**config.mk**
```make
export PLATFORM = sky130hd
export DESIGN_NAME = xtea_cbc_block_cipher_flat
export DESIGN_NICKNAME = d
export VERILOG_FILES = /design/src/sv/xtea_pkg.sv /design/src/sv/xtea_if.sv /design/src/sv/xtea_cbc_block_cipher.sv /design/src/sv/xtea_round.sv /design/src/sv/xtea_core.sv /design/src/flat_wrapper.sv
export SDC_FILE = /design/constraint.sdc
export NUM_CORES = 2
export LEC_CHECK = 0
export BUFFER_PORTS_ARGS = -buffer_cell sky130_fd_sc_hd__buf_2
export CAP_MARGIN = 20
export CORE_UTILIZATION = 30
export CTS_BUF_LIST = sky130_fd_sc_hd__clkbuf_4
export CTS_CLUSTER_DIAMETER = 60
export DETAILED_ROUTE_END_ITERATION = 12
export GPL_ROUTABILITY_DRIVEN = 1
export RECOVER_POWER = 50
export SLEW_MARGIN = 40
export SYNTH_ARGS = -nofsm -noshare
export SYNTH_HDL_FRONTEND = slang
export SYNTH_SLANG_ARGS = --single-unit
```
**constraint.sdc**
```tcl
create_clock -name clk -period 15.2 [get_ports clk]
set_input_delay 1.52 -clock clk [delete_from_list [all_inputs] [get_ports clk]]
set_output_delay 1.52 -clock clk [all_outputs]
set_load 0.03 [all_outputs]
```
**src/sv/xtea_pkg.sv**
```systemverilog
// Shared types, constants and helper functions for the XTEA CBC block cipher.
`timescale 1ns / 1ps

package xtea_pkg;

    localparam logic [31:0] DELTA       = 32'h9E3779B9;
    localparam int          KEY_SHIFT   = 11;
    localparam logic [6:0]  MAX_ROUNDS  = 7'd64;
    localparam logic [6:0]  RESET_ROUNDS = 7'd32;

    localparam logic [1:0] CMD_LOAD    = 2'd0;
    localparam logic [1:0] CMD_ENCRYPT = 2'd1;
    localparam logic [1:0] CMD_DECRYPT = 2'd2;

    localparam logic [1:0] REG_KEY_HIGH    = 2'd0;
    localparam logic [1:0] REG_KEY_LOW     = 2'd1;
    localparam logic [1:0] REG_ROUND_COUNT = 2'd2;

    typedef struct packed {
        logic [63:0] key_high;
        logic [63:0] key_low;
        logic [6:0]  round_count;
    } cfg_t;

    typedef struct packed {
        logic [31:0] a;
        logic [31:0] b;
        logic [31:0] s;
    } round_state_t;

    function automatic logic [31:0] mix(input logic [31:0] w);
        return ((w << 4) ^ (w >> 5)) + w;
    endfunction

    function automatic logic [31:0] key_word(input logic [127:0] key, input logic [1:0] idx);
        logic [31:0] k;
        case (idx)
            2'd0:    k = key[127:96];
            2'd1:    k = key[95:64];
            2'd2:    k = key[63:32];
            default: k = key[31:0];
        endcase
        return k;
    endfunction

endpackage

```
**src/sv/xtea_if.sv**
```systemverilog
// Handshake channel interfaces: block requests, block results, register writes.
`timescale 1ns / 1ps

interface xtea_req_if;
    logic        valid;
    logic        ready;
    logic [1:0]  command;
    logic [63:0] block_in;

    modport source (output valid, output command, output block_in, input ready);
    modport sink   (input valid, input command, input block_in, output ready);
endinterface

interface xtea_rsp_if;
    logic        valid;
    logic        ready;
    logic [63:0] block_out;

    modport source (output valid, output block_out, input ready);
    modport sink   (input valid, input block_out, output ready);
endinterface

interface xtea_cfg_if;
    logic        valid;
    logic        ready;
    logic [1:0]  index;
    logic [63:0] data;

    modport source (output valid, output index, output data, input ready);
    modport sink   (input valid, input index, input data, output ready);
endinterface

```
**src/sv/xtea_cbc_block_cipher.sv**
```systemverilog
// Top level: XTEA CBC block cipher with configuration registers.
//
// Channels: req (command, block_in) carries load-IV, encrypt and decrypt
// commands; rsp (block_out) returns one block per encrypt or decrypt; cfg
// writes key_high (index 0), key_low (index 1) and round_count (index 2).
// cfg is always ready; write it only while no block is in flight.
// A load-IV transfer returns nothing; command 3 is dropped.
// An encrypt or decrypt applies the shared round unit N times, N being
// round_count clamped to 64 (zero passes the block through the cipher
// unchanged), one XTEA cycle per clock; req ready stays low while a block is
// being worked, so the next request is taken only after the last block leaves
// the round unit.
// The finished block sits in an output register, so the next request is taken
// while it waits; a second result stalls the round unit until rsp is taken.
// Reset clears the chaining value and the key, sets round_count to 32 and
// drops rsp valid.
`timescale 1ns / 1ps

module xtea_cbc_block_cipher (
    input  logic     clk,
    input  logic     rst_n,
    xtea_req_if.sink   req,
    xtea_rsp_if.source rsp,
    xtea_cfg_if.sink   cfg
);

    xtea_pkg::cfg_t cfg_reg;

    assign cfg.ready = 1'b1;

    always_ff @(posedge clk or negedge rst_n)
    begin
        if (!rst_n)
        begin
            cfg_reg.key_high    <= 64'd0;
            cfg_reg.key_low     <= 64'd0;
            cfg_reg.round_count <= xtea_pkg::RESET_ROUNDS;
        end
        else if (cfg.valid)
        begin
            case (cfg.index)
                xtea_pkg::REG_KEY_HIGH:    cfg_reg.key_high    <= cfg.data;
                xtea_pkg::REG_KEY_LOW:     cfg_reg.key_low     <= cfg.data;
                xtea_pkg::REG_ROUND_COUNT: cfg_reg.round_count <= cfg.data[6:0];
                default:
                begin
                end
            endcase
        end
    end

    xtea_core u_core (
        .clk         (clk),
        .rst_n       (rst_n),
        .cfg         (cfg_reg),
        .req_valid   (req.valid),
        .req_ready   (req.ready),
        .req_command (req.command),
        .req_block   (req.block_in),
        .rsp_valid   (rsp.valid),
        .rsp_ready   (rsp.ready),
        .rsp_block   (rsp.block_out)
    );

endmodule

```
**src/sv/xtea_round.sv**
```systemverilog
// One full XTEA cycle (both half rounds), forward or inverse.
`timescale 1ns / 1ps

module xtea_round (
    input  logic                   decrypt,
    input  logic [127:0]           key,
    input  xtea_pkg::round_state_t cur,
    output xtea_pkg::round_state_t nxt
);

    logic [31:0] enc_a;
    logic [31:0] enc_s;
    logic [31:0] enc_b;
    logic [31:0] dec_b;
    logic [31:0] dec_s;
    logic [31:0] dec_a;

    always_comb
    begin
        enc_a = cur.a + (xtea_pkg::mix(cur.b) ^ (cur.s + xtea_pkg::key_word(key, cur.s[1:0])));
        enc_s = cur.s + xtea_pkg::DELTA;
        enc_b = cur.b + (xtea_pkg::mix(enc_a) ^ (enc_s + xtea_pkg::key_word(key,
                enc_s[xtea_pkg::KEY_SHIFT+1:xtea_pkg::KEY_SHIFT])));

        dec_b = cur.b - (xtea_pkg::mix(cur.a) ^ (cur.s + xtea_pkg::key_word(key,
                cur.s[xtea_pkg::KEY_SHIFT+1:xtea_pkg::KEY_SHIFT])));
        dec_s = cur.s - xtea_pkg::DELTA;
        dec_a = cur.a - (xtea_pkg::mix(dec_b) ^ (dec_s + xtea_pkg::key_word(key, dec_s[1:0])));

        if (decrypt)
        begin
            nxt.a = dec_a;
            nxt.b = dec_b;
            nxt.s = dec_s;
        end
        else
        begin
            nxt.a = enc_a;
            nxt.b = enc_b;
            nxt.s = enc_s;
        end
    end

endmodule

```
**src/sv/xtea_core.sv**
```systemverilog
// Sequencer: chaining value, round counter, shared round unit and result register.
`timescale 1ns / 1ps

module xtea_core (
    input  logic          clk,
    input  logic          rst_n,
    input  xtea_pkg::cfg_t cfg,
    input  logic          req_valid,
    output logic          req_ready,
    input  logic [1:0]    req_command,
    input  logic [63:0]   req_block,
    output logic          rsp_valid,
    input  logic          rsp_ready,
    output logic [63:0]   rsp_block
);

    typedef enum logic {
        ST_IDLE,
        ST_RUN
    } state_t;

    state_t                 state_reg, state_next;
    logic [6:0]             cnt_reg, cnt_next;
    logic                   dec_reg, dec_next;
    logic [63:0]            chain_reg, chain_next;
    logic [63:0]            ct_reg, ct_next;
    xtea_pkg::round_state_t rs_reg, rs_next;
    logic                   out_valid_reg, out_valid_next;
    logic [63:0]            out_block_reg, out_block_next;

    xtea_pkg::round_state_t rs_step;
    logic [6:0]             n_rounds;
    logic [31:0]            s_init;
    logic                   accept;
    logic                   finish;
    logic [63:0]            cipher_out;

    xtea_round u_round (
        .decrypt (dec_reg),
        .key     ({cfg.key_high, cfg.key_low}),
        .cur     (rs_reg),
        .nxt     (rs_step)
    );

    assign req_ready  = (state_reg == ST_IDLE);
    assign accept     = req_valid && req_ready;
    assign n_rounds   = (cfg.round_count > xtea_pkg::MAX_ROUNDS) ? xtea_pkg::MAX_ROUNDS
                                                                  : cfg.round_count;
    assign s_init     = xtea_pkg::DELTA * {25'd0, n_rounds};
    assign finish     = (state_reg == ST_RUN) && (cnt_reg == 7'd0)
                        && (!out_valid_reg || rsp_ready);
    assign cipher_out = {rs_reg.a, rs_reg.b};
    assign rsp_valid  = out_valid_reg;
    assign rsp_block  = out_block_reg;

    always_comb
    begin
        state_next     = state_reg;
        cnt_next       = cnt_reg;
        dec_next       = dec_reg;
        chain_next     = chain_reg;
        ct_next        = ct_reg;
        rs_next        = rs_reg;
        out_valid_next = out_valid_reg;
        out_block_next = out_block_reg;

        if (rsp_ready)
        begin
            out_valid_next = 1'b0;
        end

        case (state_reg)
            ST_IDLE:
            begin
                if (accept)
                begin
                    case (req_command)
                        xtea_pkg::CMD_LOAD:
                        begin
                            chain_next = req_block;
                        end
                        xtea_pkg::CMD_ENCRYPT:
                        begin
                            dec_next   = 1'b0;
                            cnt_next   = n_rounds;
                            rs_next.a  = req_block[63:32] ^ chain_reg[63:32];
                            rs_next.b  = req_block[31:0] ^ chain_reg[31:0];
                            rs_next.s  = 32'd0;
                            state_next = ST_RUN;
                        end
                        xtea_pkg::CMD_DECRYPT:
                        begin
                            dec_next   = 1'b1;
                            cnt_next   = n_rounds;
                            ct_next    = req_block;
                            rs_next.a  = req_block[63:32];
                            rs_next.b  = req_block[31:0];
                            rs_next.s  = s_init;
                            state_next = ST_RUN;
                        end
                        default:
                        begin
                        end
                    endcase
                end
            end
            ST_RUN:
            begin
                if (cnt_reg != 7'd0)
                begin
                    rs_next  = rs_step;
                    cnt_next = cnt_reg - 7'd1;
                end
                else if (finish)
                begin
                    out_valid_next = 1'b1;
                    state_next     = ST_IDLE;
                    if (dec_reg)
                    begin
                        out_block_next = cipher_out ^ chain_reg;
                        chain_next     = ct_reg;
                    end
                    else
                    begin
                        out_block_next = cipher_out;
                        chain_next     = cipher_out;
                    end
                end
            end
            default:
            begin
                state_next = ST_IDLE;
            end
        endcase
    end

    always_ff @(posedge clk or negedge rst_n)
    begin
        if (!rst_n)
        begin
            state_reg     <= ST_IDLE;
            cnt_reg       <= 7'd0;
            dec_reg       <= 1'b0;
            chain_reg     <= 64'd0;
            out_valid_reg <= 1'b0;
        end
        else
        begin
            state_reg     <= state_next;
            cnt_reg       <= cnt_next;
            dec_reg       <= dec_next;
            chain_reg     <= chain_next;
            out_valid_reg <= out_valid_next;
        end
    end

    always_ff @(posedge clk)
    begin
        ct_reg        <= ct_next;
        rs_reg        <= rs_next;
        out_block_reg <= out_block_next;
    end

endmodule
```
**src/flat_wrapper.sv**
```systemverilog
// flat-port wrapper written by rule: the top's interface ports become plain ports
module xtea_cbc_block_cipher_flat 
  (clk, rst_n, req_valid, req_command, req_block_in, req_ready, rsp_valid, rsp_block_out, rsp_ready, cfg_valid, cfg_index, cfg_data, cfg_ready);
  xtea_req_if req_i ();
  xtea_rsp_if rsp_i ();
  xtea_cfg_if cfg_i ();
  input  logic clk;
  input  logic rst_n;
  input wire logic [$bits(req_i.valid)-1:0] req_valid;
  input wire logic [$bits(req_i.command)-1:0] req_command;
  input wire logic [$bits(req_i.block_in)-1:0] req_block_in;
  output wire logic [$bits(req_i.ready)-1:0] req_ready;
  output wire logic [$bits(rsp_i.valid)-1:0] rsp_valid;
  output wire logic [$bits(rsp_i.block_out)-1:0] rsp_block_out;
  input wire logic [$bits(rsp_i.ready)-1:0] rsp_ready;
  input wire logic [$bits(cfg_i.valid)-1:0] cfg_valid;
  input wire logic [$bits(cfg_i.index)-1:0] cfg_index;
  input wire logic [$bits(cfg_i.data)-1:0] cfg_data;
  output wire logic [$bits(cfg_i.ready)-1:0] cfg_ready;
  assign req_i.valid = req_valid;
  assign req_i.command = req_command;
  assign req_i.block_in = req_block_in;
  assign req_ready = req_i.ready;
  assign rsp_valid = rsp_i.valid;
  assign rsp_block_out = rsp_i.block_out;
  assign rsp_i.ready = rsp_ready;
  assign cfg_i.valid = cfg_valid;
  assign cfg_i.index = cfg_index;
  assign cfg_i.data = cfg_data;
  assign cfg_ready = cfg_i.ready;
  xtea_cbc_block_cipher u_core (.clk(clk), .rst_n(rst_n), .req(req_i), .rsp(rsp_i), .cfg(cfg_i));
endmodule
```
==> flow_summary.yaml <==
die:
  core_sq_um: 150000
  io_pins: 204
  dieArea_sq_um: 154000
  start_util_pct: 30.3
  rows: 142
  die_y_um: 392
  die_x_um: 392
clocking:
  cts_setup_buffers: 0
  path_clk_slew_ns: 0.07
  cts_resized: 0
  clock_latency_ns: 1.09
  h-tree-depth: 3
  cts_buffers: 121
  cts-root-buf: "clkbuf_4"
  cts.hold.buffers_added: 0
  clock-sinks: 433
  clockBufferDepth: 3
  tritoncts: "done"
critical_path:
  cpMostUsedCell: "a21oi_1"
  worstPathRequired_ns: 16.00
  startpoint: "u_core.u_core.rs_reg[0]$_DFFE_PP_"
  cp_slowest_cell: "o21ai_0"
  worstSetupPathType: "flip-flop to flip-flop"
  cp_max_fo: 64
  crit_path_end: "u_core.u_core.cipher_out[30]$_DFFE_PP_"
  startpoint_type: "flip-flop"
  r2r.worst_path.cells: 45
  cp.arrival_ns: 12.77
  r2r_slack_ns: 3.23
  crit_path_max_incr_delay_ns: 0.63
  rr_startpoint: "u_core.u_core.rs_reg[0]$_DFFE_PP_"
  end_kind: "flip-flop"
  r2r_end: "u_core.u_core.cipher_out[30]$_DFFE_PP_"
run_status:
  status: "finished with violations"
  failed_checks: "capacitance limit, slew limit"
logic_synthesis:
  ys_seq_area_share_pct: 26.2
  synth.most_common_cell: "xnor2_1"
  synth_flop_cell: "edfxtp_1"
  synth_top_area_cell: "edfxtp_1"
  synth_warnings: 0
  ys_types: 99
  avgSynthCellArea_sq_um: 9.29
  ys_ff_latch: 433
  synth_top_cell_area_share_pct: 14.8
  netlist_instances: 4910
  yosys-top-cells-area: "edfxtp_1 15%, ha_1 13%, dfrtp_1 11%"
  synth_edf_count: 224
  synth-async-reset-ratio_pct: 48.3
  ys_top_cells_by_count: "549 x xnor2_1, 461 x ha_1, 425 x a21oi_1"
  syn-cell-area_sq_um: 45600
route:
  vias: 39900
  post_drt_wl_per_cell_um: 23.2
  vias_per_cell: 5.50
  first_pass_iters: 11
  drt_iter0_drc: 4563
  ant_nets: 0
  wl_um: 168000
  drc: 0
sta:
  finalSetupViolations: 0
  fmax_mhz: 83.5
  slew_viol_final: 497
  clock-skew-final_ns: 0.0871
  fin_crit_ns: 11.97
  fin_ws_ns: 3.23
  tightest_slew_ns: 3.90
  hold_viol: 0
  period_share_pct: 78.8
  slew_headroom_pct: -160
  rsz0062_at_grt: "false"
  timing.hold.ws_ns: 0.500
  fin_tns_setup_ns: 0
global_routing:
  grt_overflow: 0
  grt_first_pass_wirelength_um: 246000
  antenna_found_initial: 30
  grtUsageTotal_pct: 21.4
  grt_max_degree: 91
  first_global_vias: 38000
min_path:
  hold_depth: 2
  hold_path_class: "flip-flop to flip-flop"
job:
  drv_cap: 10
cells_and_area:
  finish.net_count: 5780
  largest_reg_flops: 135
  area_growth_pct: 11.2
  final_layout_size_suffix_gt1_share_pct: 13.1
placement:
  port_buffers: 202
  dp_hpwl_um: 136000
  gp_congestion: 0.999
  dp_slack_ns: 3.26
==> cell type report <==
cell class | count | area, sq um
diodes | 6 | 15.0
clock buffers | 195 | 1460
clock inverters | 33 | 173
fillers | 15600 | 99600
inverters | 223 | 841
multi-input cells | 4079 | 32300
flip-flops and latches | 433 | 12000
well taps | 2016 | 2520
repair buffers | 268 | 1430
==> stage by stage <==
stage | utilization [%] | cell area (sq um) | instances
after floorplan | - | 45600 | 4912
after global placement | 32.6 | 49000 | 7018
after detailed placement | 32.7 | 49200 | 7018
after CTS | 33.8 | 50800 | 7246
after global routing | 33.7 | 50700 | 7248
final | 33.7 | 50700 | 7253
==> placed cells by master, fill, tap and decap left out, types with 19 or more instances in the layout <==
master      n
dfrtp_1   207
inv_1     220
nand2b_1  100
nor2_1    268
mux2_2    136
buf_2     134
nand2_1   381
nand3_1    60
xor2_1    221
or3_1      19
a211oi_1   27
mux4_2     62
clkbuf_1   76
a31oi_1    29
ha_1      458
edfxtp_1  224
clkbuf_4  195
nor2b_1    65
buf_4      49
o21a_1     36
a222oi_1   65
o22ai_1    29
clkinv_1   19
o21ai_0   276
nand4_1    28
nor3_1     46
xnor2_1   536
mux2i_1   165
o211ai_1   36
a21oi_1   422
fa_1       56
a21o_1    208
and3_1     33
o21bai_1   44
==> worst min path at each step <==
stage | start | slack [ns] | to
global route | u_core.cfg_reg[1]$_DFFE_PN0P_ | 0.53 | u_core.cfg_reg[1]$_DFFE_PN0P_
CTS | rst_n | 0.20 | u_core.u_core.chain_reg[37]$_DFFE_PN0P_
floorplan | u_core.u_core.chain_reg[10]$_DFFE_PN0P_ | 0.46 | u_core.u_core.chain_reg[10]$_DFFE_PN0P_
finish | u_core.u_core.chain_reg[36]$_DFFE_PN0P_ | 0.50 | u_core.u_core.chain_reg[36]$_DFFE_PN0P_
global placement | u_core.u_core.chain_reg[36]$_DFFE_PN0P_ | 0.48 | u_core.u_core.chain_reg[36]$_DFFE_PN0P_
detailed placement | u_core.u_core.chain_reg[60]$_DFFE_PN0P_ | 0.49 | u_core.u_core.chain_reg[60]$_DFFE_PN0P_
==> logic make-up after synthesis <==
group,share of synthesized area [%]
XOR/XNOR,15.1
AND/OR/NAND/NOR,11.0
other,0.00823
adder cells (fa/ha/maj),15.1
flip-flops,26.2
AO/OA/AOI/OAI,19.1
multiplexers,10.1
buffers and inverters,3.32
==> worst max-delay path: cells and delay by family, from the launching register on <==
family | cells | cell delay (ns)
AOI/OAI and AO/OA | 22 | 5.15
and+or+nand+nor | 8 | 1.32
DFF | 1 | 0.57
muxes | 1 | 0.43
buffers and inverters | 3 | 0.94
adders and majority gates | 5 | 1.81
xor gates and xnor gates | 6 | 1.46
==> layer usage <==
metal / vias up / global-route usage (%) / part of all wire, %
met1: 19400 / 31.7 / 46
met2: 1821 / 32.0 / 42
met3: 267 / 3.29 / 8.7
li1: 18400 / - / -
met5: - / 0 / 0.082
met4: 22 / 5.65 / 2.5
Power is not shown: default switching activity piles up to over one toggle a cycle in this logic, so the estimate is an artifact.
